--- src/rtl/core/rcpwm_pkg.sv ---
`default_nettype none
// ----------------------------------------------------------------------------
// RC PWM capture package
// Shared widths, reset values, register indexes and the command and status
// structures that pass between the controller and the datapath.
// ----------------------------------------------------------------------------
package rcpwm_pkg;

	// Field widths fixed by the interface.
	localparam int unsigned CH_W    = 3;
	localparam int unsigned PULSE_W = 12;
	localparam int unsigned TIME_W  = 32;
	localparam int unsigned IDX_REG_W = 2;

	// Default channel count.
	localparam int unsigned NUM_CHANNELS_DEF = 8;

	// Reset values.
	localparam logic [PULSE_W-1:0] MIN_PULSE_RST   = 12'd800;
	localparam logic [PULSE_W-1:0] MAX_PULSE_RST   = 12'd2200;
	localparam logic [TIME_W-1:0]  LINK_TIMEOUT_RST = 32'd100000;
	localparam logic [PULSE_W-1:0] WIDTH_RST       = 12'd1500;
	localparam logic [TIME_W-1:0]  NEVER_SEEN_AGE  = 32'hFFFF_FFFF;

	// Configuration register indexes.
	localparam logic [IDX_REG_W-1:0] REG_MIN_PULSE    = 2'd0;
	localparam logic [IDX_REG_W-1:0] REG_MAX_PULSE    = 2'd1;
	localparam logic [IDX_REG_W-1:0] REG_LINK_TIMEOUT = 2'd2;

	// Commands from the controller to the datapath.
	typedef struct packed {
		logic load;     // capture the input transaction
		logic edge_op;  // process a pin edge
		logic scan;     // fold one channel age into the poll summary
		logic cap;      // limit the worst age to timeout plus one
		logic lf;       // form the last-frame time
		logic advance;  // step to the next result channel
	} cmd_t;

	// Status from the datapath to the controller.
	typedef struct packed {
		logic kind;      // latched item kind, 1 for a poll
		logic cnt_last;  // channel counter on the final channel
	} sts_t;

endpackage
`default_nettype wire

--- src/rtl/core/rcpwm_dp.sv ---
`default_nettype none
// ----------------------------------------------------------------------------
// RC PWM capture datapath
// Holds the configuration, the per-channel capture state and the poll
// summary, and performs the arithmetic that the controller sequences.
// ----------------------------------------------------------------------------
module rcpwm_dp #(
	parameter int unsigned NUM_CHANNELS = rcpwm_pkg::NUM_CHANNELS_DEF
) (
	input  wire logic                                clk,
	input  wire logic                                arst_n,
	input  wire logic                                cfg_we,
	input  wire logic [rcpwm_pkg::IDX_REG_W-1:0]     cfg_index,
	input  wire logic [rcpwm_pkg::TIME_W-1:0]        cfg_data,
	input  wire logic                                kind,
	input  wire logic [rcpwm_pkg::CH_W-1:0]          channel,
	input  wire logic                                edge_level,
	input  wire logic [rcpwm_pkg::TIME_W-1:0]        now_us,
	input  wire rcpwm_pkg::cmd_t                     cmd,
	output rcpwm_pkg::sts_t                          sts,
	output logic [rcpwm_pkg::CH_W-1:0]               out_channel,
	output logic [rcpwm_pkg::PULSE_W-1:0]            chan_width,
	output logic                                     link_valid,
	output logic [rcpwm_pkg::TIME_W-1:0]             frame_time_us,
	output logic                                     last
);

	localparam int unsigned IDX_W = (NUM_CHANNELS > 1) ? $clog2(NUM_CHANNELS) : 1;
	localparam int unsigned TW    = rcpwm_pkg::TIME_W;
	localparam int unsigned PW    = rcpwm_pkg::PULSE_W;

	// Configuration registers.
	logic [PW-1:0] min_pulse_q;
	logic [PW-1:0] max_pulse_q;
	logic [TW-1:0] timeout_q;

	// Latched input transaction.
	logic                      kind_q;
	logic [rcpwm_pkg::CH_W-1:0] ch_q;
	logic                      level_q;
	logic [TW-1:0]             now_q;

	// Per-channel capture state.
	logic [TW-1:0] start_q [NUM_CHANNELS];
	logic [PW-1:0] width_q [NUM_CHANNELS];
	logic [TW-1:0] seen_t_q [NUM_CHANNELS];
	logic          seen_q  [NUM_CHANNELS];

	// Poll summary.
	logic [IDX_W-1:0] cnt_q;
	logic [TW-1:0]    worst_q;
	logic             fresh_q;
	logic [TW-1:0]    lf_q;

	logic             cnt_last;
	logic             ch_ok;
	logic [IDX_W-1:0] addr;
	logic [TW-1:0]    start_rd;
	logic [TW-1:0]    seen_t_rd;
	logic             seen_rd;
	logic [TW-1:0]    pulse_w;
	logic             in_band;
	logic [TW-1:0]    age;
	logic [TW:0]      cap33;

	// Configuration writes.
	always_ff @(posedge clk or negedge arst_n) begin
		if (!arst_n) begin
			min_pulse_q <= rcpwm_pkg::MIN_PULSE_RST;
			max_pulse_q <= rcpwm_pkg::MAX_PULSE_RST;
			timeout_q   <= rcpwm_pkg::LINK_TIMEOUT_RST;
		end else if (cfg_we) begin
			unique case (cfg_index)
				rcpwm_pkg::REG_MIN_PULSE:    min_pulse_q <= cfg_data[PW-1:0];
				rcpwm_pkg::REG_MAX_PULSE:    max_pulse_q <= cfg_data[PW-1:0];
				rcpwm_pkg::REG_LINK_TIMEOUT: timeout_q   <= cfg_data;
				default: ;
			endcase
		end
	end

	// Capture the accepted transaction.
	always_ff @(posedge clk) begin
		if (cmd.load) begin
			kind_q  <= kind;
			ch_q    <= channel;
			level_q <= edge_level;
			now_q   <= now_us;
		end
	end

	// Shared read address: the edge channel, or the counter during a poll.
	assign cnt_last = (cnt_q == IDX_W'(NUM_CHANNELS - 1));
	assign ch_ok    = ({1'b0, ch_q} < 4'(NUM_CHANNELS));
	assign addr     = cmd.edge_op ? ch_q[IDX_W-1:0] : cnt_q;

	assign start_rd  = start_q[addr];
	assign seen_t_rd = seen_t_q[addr];
	assign seen_rd   = seen_q[addr];

	// Edge arithmetic: pulse width and band check.
	assign pulse_w = now_q - start_rd;
	assign in_band = (pulse_w >= {{(TW-PW){1'b0}}, min_pulse_q}) &&
	                 (pulse_w <= {{(TW-PW){1'b0}}, max_pulse_q});

	// Channel age for the scan; an unseen channel is as stale as can be.
	assign age   = seen_rd ? (now_q - seen_t_rd) : rcpwm_pkg::NEVER_SEEN_AGE;
	assign cap33 = {1'b0, timeout_q} + 33'd1;

	// Per-channel state update on an edge.
	always_ff @(posedge clk or negedge arst_n) begin
		if (!arst_n) begin
			for (int i = 0; i < NUM_CHANNELS; i++) begin
				start_q[i]  <= '0;
				width_q[i]  <= rcpwm_pkg::WIDTH_RST;
				seen_t_q[i] <= '0;
				seen_q[i]   <= 1'b0;
			end
		end else if (cmd.edge_op && ch_ok) begin
			if (level_q) begin
				start_q[addr] <= now_q;
			end else if ((start_rd != '0) && in_band) begin
				width_q[addr]  <= pulse_w[PW-1:0];
				seen_t_q[addr] <= now_q;
				seen_q[addr]   <= 1'b1;
			end
		end
	end

	// Channel counter, shared by the scan and the result sequence.
	always_ff @(posedge clk or negedge arst_n) begin
		if (!arst_n) begin
			cnt_q <= '0;
		end else if (cmd.load) begin
			cnt_q <= '0;
		end else if (cmd.scan || cmd.advance) begin
			cnt_q <= cnt_last ? '0 : cnt_q + IDX_W'(1);
		end
	end

	// Poll summary: freshness, worst age, cap and last-frame time.
	always_ff @(posedge clk) begin
		if (cmd.load) begin
			fresh_q <= 1'b1;
			worst_q <= '0;
		end else if (cmd.scan) begin
			if (!seen_rd || (age > timeout_q)) begin
				fresh_q <= 1'b0;
			end
			if (age > worst_q) begin
				worst_q <= age;
			end
		end else if (cmd.cap) begin
			if ({1'b0, worst_q} > cap33) begin
				worst_q <= cap33[TW-1:0];
			end
		end
		if (cmd.lf) begin
			lf_q <= now_q - worst_q;
		end
	end

	// Status and result fields.
	assign sts.kind     = kind_q;
	assign sts.cnt_last = cnt_last;

	assign out_channel   = rcpwm_pkg::CH_W'(cnt_q);
	assign chan_width    = width_q[addr];
	assign link_valid    = fresh_q;
	assign frame_time_us = lf_q;
	assign last          = cnt_last;

endmodule
`default_nettype wire

--- src/rtl/core/rcpwm_ctrl.sv ---
`default_nettype none
// ----------------------------------------------------------------------------
// RC PWM capture controller
// Sequences one transaction at a time: an edge update, or a poll made of a
// channel scan, the cap and last-frame steps, and one result per channel.
// ----------------------------------------------------------------------------
module rcpwm_ctrl (
	input  wire logic            clk,
	input  wire logic            arst_n,
	input  wire logic            in_valid,
	output logic                 in_stall,
	output logic                 out_valid,
	input  wire logic            out_stall,
	input  wire logic            kind,
	input  wire rcpwm_pkg::sts_t sts,
	output rcpwm_pkg::cmd_t      cmd
);

	typedef enum logic [5:0] {
		S_IDLE = 6'b000001,
		S_EDGE = 6'b000010,
		S_SCAN = 6'b000100,
		S_CAP  = 6'b001000,
		S_LF   = 6'b010000,
		S_EMIT = 6'b100000
	} state_t;

	state_t state_q;
	state_t state_nxt;

	// Next state and commands.
	always_comb begin
		state_nxt = state_q;
		cmd       = '0;
		in_stall  = 1'b1;
		out_valid = 1'b0;
		unique case (state_q)
			S_IDLE: begin
				in_stall = 1'b0;
				if (in_valid) begin
					cmd.load  = 1'b1;
					state_nxt = kind ? S_SCAN : S_EDGE;
				end
			end
			S_EDGE: begin
				cmd.edge_op = 1'b1;
				state_nxt   = S_IDLE;
			end
			S_SCAN: begin
				cmd.scan = 1'b1;
				if (sts.cnt_last) begin
					state_nxt = S_CAP;
				end
			end
			S_CAP: begin
				cmd.cap   = 1'b1;
				state_nxt = S_LF;
			end
			S_LF: begin
				cmd.lf    = 1'b1;
				state_nxt = S_EMIT;
			end
			S_EMIT: begin
				out_valid = 1'b1;
				if (!out_stall) begin
					cmd.advance = 1'b1;
					if (sts.cnt_last) begin
						state_nxt = S_IDLE;
					end
				end
			end
			default: begin
				state_nxt = S_IDLE;
			end
		endcase
	end

	// State register.
	always_ff @(posedge clk or negedge arst_n) begin
		if (!arst_n) begin
			state_q <= S_IDLE;
		end else begin
			state_q <= state_nxt;
		end
	end

endmodule
`default_nettype wire

--- src/rtl/core/rc_pwm_capture_with_link_timeout_top.sv ---
`default_nettype none
// ----------------------------------------------------------------------------
// RC PWM capture with link timeout, top level
// Pulse-width capture on up to NUM_CHANNELS servo inputs with a poll that
// reports every channel's width and the link freshness.
// ----------------------------------------------------------------------------
// The block takes one transaction at a time. An edge transaction is
// accepted, then the channel state is updated. A poll transaction is
// accepted, then folds the channel ages one channel at a time through a
// single subtract and compare unit, then applies the cap and forms the
// last-frame time before its first result. It then shows NUM_CHANNELS
// results, channel 0 first, one per cycle when the output is not
// stalled, with last set on the final one. The input is stalled until
// the final result has been taken. Configuration writes are taken at
// any time but should only be made while the block is idle.
// ----------------------------------------------------------------------------
module rc_pwm_capture_with_link_timeout_top #(
	parameter int unsigned NUM_CHANNELS = rcpwm_pkg::NUM_CHANNELS_DEF
) (
	input  wire logic                            clk,
	input  wire logic                            arst_n,
	input  wire logic                            cfg_we,
	input  wire logic [rcpwm_pkg::IDX_REG_W-1:0] cfg_index,
	input  wire logic [rcpwm_pkg::TIME_W-1:0]    cfg_data,
	input  wire logic                            in_valid,
	output logic                                 in_stall,
	input  wire logic                            kind,
	input  wire logic [rcpwm_pkg::CH_W-1:0]      channel,
	input  wire logic                            edge_level,
	input  wire logic [rcpwm_pkg::TIME_W-1:0]    now_us,
	output logic                                 out_valid,
	input  wire logic                            out_stall,
	output logic [rcpwm_pkg::CH_W-1:0]           out_channel,
	output logic [rcpwm_pkg::PULSE_W-1:0]        chan_width,
	output logic                                 link_valid,
	output logic [rcpwm_pkg::TIME_W-1:0]         frame_time_us,
	output logic                                 last
);

	rcpwm_pkg::cmd_t cmd;
	rcpwm_pkg::sts_t sts;

	// Sequencer.
	rcpwm_ctrl u_ctrl (
		.clk       (clk),
		.arst_n    (arst_n),
		.in_valid  (in_valid),
		.in_stall  (in_stall),
		.out_valid (out_valid),
		.out_stall (out_stall),
		.kind      (kind),
		.sts       (sts),
		.cmd       (cmd)
	);

	// Capture state and arithmetic.
	rcpwm_dp #(
		.NUM_CHANNELS (NUM_CHANNELS)
	) u_dp (
		.clk           (clk),
		.arst_n        (arst_n),
		.cfg_we        (cfg_we),
		.cfg_index     (cfg_index),
		.cfg_data      (cfg_data),
		.kind          (kind),
		.channel       (channel),
		.edge_level    (edge_level),
		.now_us        (now_us),
		.cmd           (cmd),
		.sts           (sts),
		.out_channel   (out_channel),
		.chan_width    (chan_width),
		.link_valid    (link_valid),
		.frame_time_us (frame_time_us),
		.last          (last)
	);

endmodule
`default_nettype wire
--- config.mk ---
export PLATFORM = sky130hd
export DESIGN_NAME = rc_pwm_capture_with_link_timeout_top
export DESIGN_NICKNAME = d
export VERILOG_FILES = /design/src/rtl/core/rcpwm_pkg.sv /design/src/rtl/core/rcpwm_dp.sv /design/src/rtl/core/rcpwm_ctrl.sv /design/src/rtl/core/rc_pwm_capture_with_link_timeout_top.sv
export SDC_FILE = /design/constraint.sdc
export NUM_CORES = 2
export LEC_CHECK = 0
export BUFFER_PORTS_ARGS = -buffer_cell sky130_fd_sc_hd__buf_2
export CORE_ASPECT_RATIO = 0.9
export CORE_MARGIN = 4
export CORE_UTILIZATION = 63
export DETAILED_ROUTE_END_ITERATION = 16
export PLACE_DENSITY = 0.87
export SYNTH_ARGS = -nofsm -noshare
export SYNTH_HDL_FRONTEND = slang
export SYNTH_SLANG_ARGS = --single-unit
--- constraint.sdc ---
create_clock -name clk -period 9.4 [get_ports clk]
set_clock_uncertainty 0.05 [all_clocks]
set_input_delay 1.88 -clock clk [delete_from_list [all_inputs] [get_ports clk]]
set_output_delay 1.88 -clock clk [all_outputs]
set_load 0.05 [all_outputs]
==> results.toml <==
[die]
io_pins = 127
fp.dieW_microns = 281.2
core-area_sq_um = 66030
die_h_microns = 253.8
rows = 89
start_util_pct = 64.07
die-area_sq_um = 71370

[layout]
nFillCells = 4447
area_delta_synth_final_pct = 10.54
fin_nets = 4177
final_layout_size_suffix_gt1_share_pct = 26.80
multiInputGateArea_sq_um = 20950
final_core_util_pct = 70.82
seq_area_sq_um = 19830

[clock_network]
clkTransAtPathRegs_ns = 0.06
clk_latency_ns = 0.66
cts.htree.levels = 3
cts_resized = 0
clkSinkCount = 782
cts_hold_buf = 0
clk_root_buffer_cell = "clkbuf_16"
clockBufferDepth = 3
post_cts_buffers = 0
cts_tree = "yes"
cts_made_buffers = 80

[global_routing]
grt_pass1_vias = 33790
globalRouteOverflowTotal = 0
antenna_found_initial = 3
groute.usage.overall_pct = 36.98
grt_pass1_wl_mm = 201.4
grt_start_max_net_pins = 201

[critical_path]
critPathMaxFanout = 11
start_kind = "register"
max_stage_delay_ns = 0.85
cp.arrival_ns = 9.41
worst_path_max_delay_cell = "a31oi_1"
worstPathRequired_ns = 9.89
endpoint_kind = "register"
worstSetupPathType = "reg2reg"

[synthesis]
synth_cell_types = 89
synth_edf_count = 68
synthFlopType = "dfrtp_1"
synth-seq-cells = 782
synth_seq_area_share_pct = 46.88
syn_avg_cell_area_sq_um = 11.22
yosys-top-cells-area = "dfrtp_1 (36%), mux2_2 (15%), ha_1 (6.4%)"
netlist_area_sq_um = 42310
yosysTopAreaCellShare_pct = 36.14
synth_fp_nets = 4065
ys_top_cells_by_count = "dfrtp_1 (611), mux2_2 (545), nand2_1 (268), ha_1 (216), a21oi_1 (181)"
yosysWarnings = 0
yosys.area.top_type = "dfrtp_1"
yosysMostFrequentCell = "dfrtp_1"
async_flop_share_pct = 87.08
synth_cells = 3770

[sta]
fin_crit_ns = 8.925
finalWorstSetupSlack_ns = 0.4755
finalCritPeriodShare_pct = 94.94
tightestPinTransition_ns = 1.512
setup_viol = 0
relSlewSlack_pct = -3.418
finalHoldViolCount = 0
slew_violations = 3
max_freq_mhz = 112.1
rsz0062_at_grt = "false"
setup_tns_ns = 0
hold-worst-slack_ns = 0.4204

[detailed_routing]
drtAntennaViolNets = 0
drcViolationCount = 0
drtIter0Drc = 4611
dr_total_vias = 33530
dr.pass1.iters = 7
avgViaCountPerCell = 6.969
wl_per_cell_microns = 27.55
wl_mm = 132.6

[status]
outcome = "finished, violations left"
violations = "capacitance limit, slew limit"

[place]
dp.final_hpwl_mm = 89.25
port_buffers = 126
pre_cts_slack_ns = 0.6836
gp_congestion = 1.036

[power_and_ir_drop]
power.density_nw_per_um2 = 317.3
peakVddDrop_uv = 396.0
power_w = 0.01484
p_leak_nw = 21.75

[flow_run]
maxCapViolCount = 1

[hold_path]
hp-class = "reg2reg"
==> where the power goes <==
| part | internal, W | switching [W] |
|---|---|---|
| sequential | 0.00389 | 0.000351 |
| clock | 0.00188 | 0.00142 |
| combinational | 0.00253 | 0.00478 |
| total | 0.00830 | 0.00654 |
==> through the flow <==
step,cells,cell area [sq um]
floorplan,3770,42310
global placement,4664,44050
detailed placement,4664,44050
CTS,4808,46750
global route,4809,46760
finish,4811,46760
==> kinds of logic after synthesis <==
group,synth area share [%]
flip-flops,46.88
AO/OA/AOI/OAI,13.25
adder cells (fa/ha/maj),6.530
buffers and inverters,3.954
multiplexers,18.12
XOR/XNOR,1.967
AND/OR/NAND/NOR,9.304
==> worst paths after layout <==
check	cells after the start	startpoint	slack (ns)	end
min in group asynchronous	1	arst_n	1.17	u_dp.min_pulse_q[3]$_DFFE_PN0P_
hold reg to reg	1	u_dp.seen_q[2]$_DFFE_PN0P_	0.42	u_dp.seen_q[2]$_DFFE_PN0P_
setup / recovery	26	u_ctrl.state_q[3]$_DFFE_PN0P_	0.48	u_dp.seen_t_q[60]$_DFFE_PN0P_
hold / removal	1	u_dp.seen_q[2]$_DFFE_PN0P_	0.42	u_dp.seen_q[2]$_DFFE_PN0P_
max in group asynchronous	3	arst_n	6.20	u_dp.start_q[224]$_DFFE_PN0P_
setup reg to reg	26	u_ctrl.state_q[3]$_DFFE_PN0P_	0.48	u_dp.seen_t_q[60]$_DFFE_PN0P_
==> state kept, by name, indices dropped and copies added, names as in the netlist <==
signal	count
u_dp.link_valid	1
u_dp.out_channel	3
u_dp.worst_q	32
u_dp.seen_t_q	256
u_dp.min_pulse_q	12
u_dp.frame_time_us	32
u_ctrl.state_q	6
u_dp.max_pulse_q	12
u_dp.ch_q	3
u_dp.seen_q	8
u_dp.width_q	96
u_dp.now_q	32
u_dp.start_q	256
u_dp.timeout_q	32
u_dp.level_q	1
==> worst max-delay path, delay by kind of cell (launching register included) <==
kind                       cells  cell delay (ns)
xor gates and xnor gates       1             0.19
AOI/OAI and AO/OA             11             2.89
and+or+nand+nor                9             3.63
muxes                          1             0.37
adders and majority gates      2             0.57
buffers and inverters          2             0.58
DFF                            1             0.47
==> layout make-up <==
class / count / share of cell area [%]
Inverter: 142 / 1.140
Antenna cell: 3 / 0.01605
Clock inverter: 26 / 0.7064
Sequential cell: 782 / 42.41
Clock buffer: 118 / 5.062
Multi-Input combinational cell: 2627 / 44.80
Timing Repair Buffer: 249 / 3.559
Tap cell: 864 / 2.312
==> layer usage <==
metal / vias to the layer above / GRT usage (%) / part of all wire, %
met2: 2294 / 55.41 / 44
li1: 14090 / - / -
met4: 4 / 18.24 / 5.5
met5: - / 0.1350 / 0.017
met3: 518 / 11.12 / 13
met1: 16620 / 49.42 / 38
==> placed cells by master, fill, tap and decap left out, types with 35 or more instances in the layout <==
master | netlist | final
o22ai_1 | 42 | 42
mux2_1 | 93 | 93
nand3_1 | 87 | 85
xnor2_1 | 65 | 64
o21ai_0 | 121 | 120
nand4_1 | 41 | 41
a21oi_1 | 181 | 181
buf_2 | 23 | 125
edfxtp_1 | 68 | 68
a22oi_1 | 109 | 108
ha_1 | 216 | 216
buf_4 | 9 | 115
nor2_1 | 138 | 134
nand2_1 | 268 | 267
nor2b_1 | 38 | 38
mux2_2 | 545 | 545
dfstp_2 | 70 | 70
nor3_1 | 52 | 52
mux2i_1 | 48 | 48
inv_1 | 142 | 141
a21o_1 | 75 | 75
dfrtp_1 | 611 | 611
o221ai_1 | 48 | 48
nand2b_1 | 35 | 35
clkbuf_16 | 0 | 82
o21a_1 | 35 | 35
Note: power is estimated with default switching activity, not from simulation.
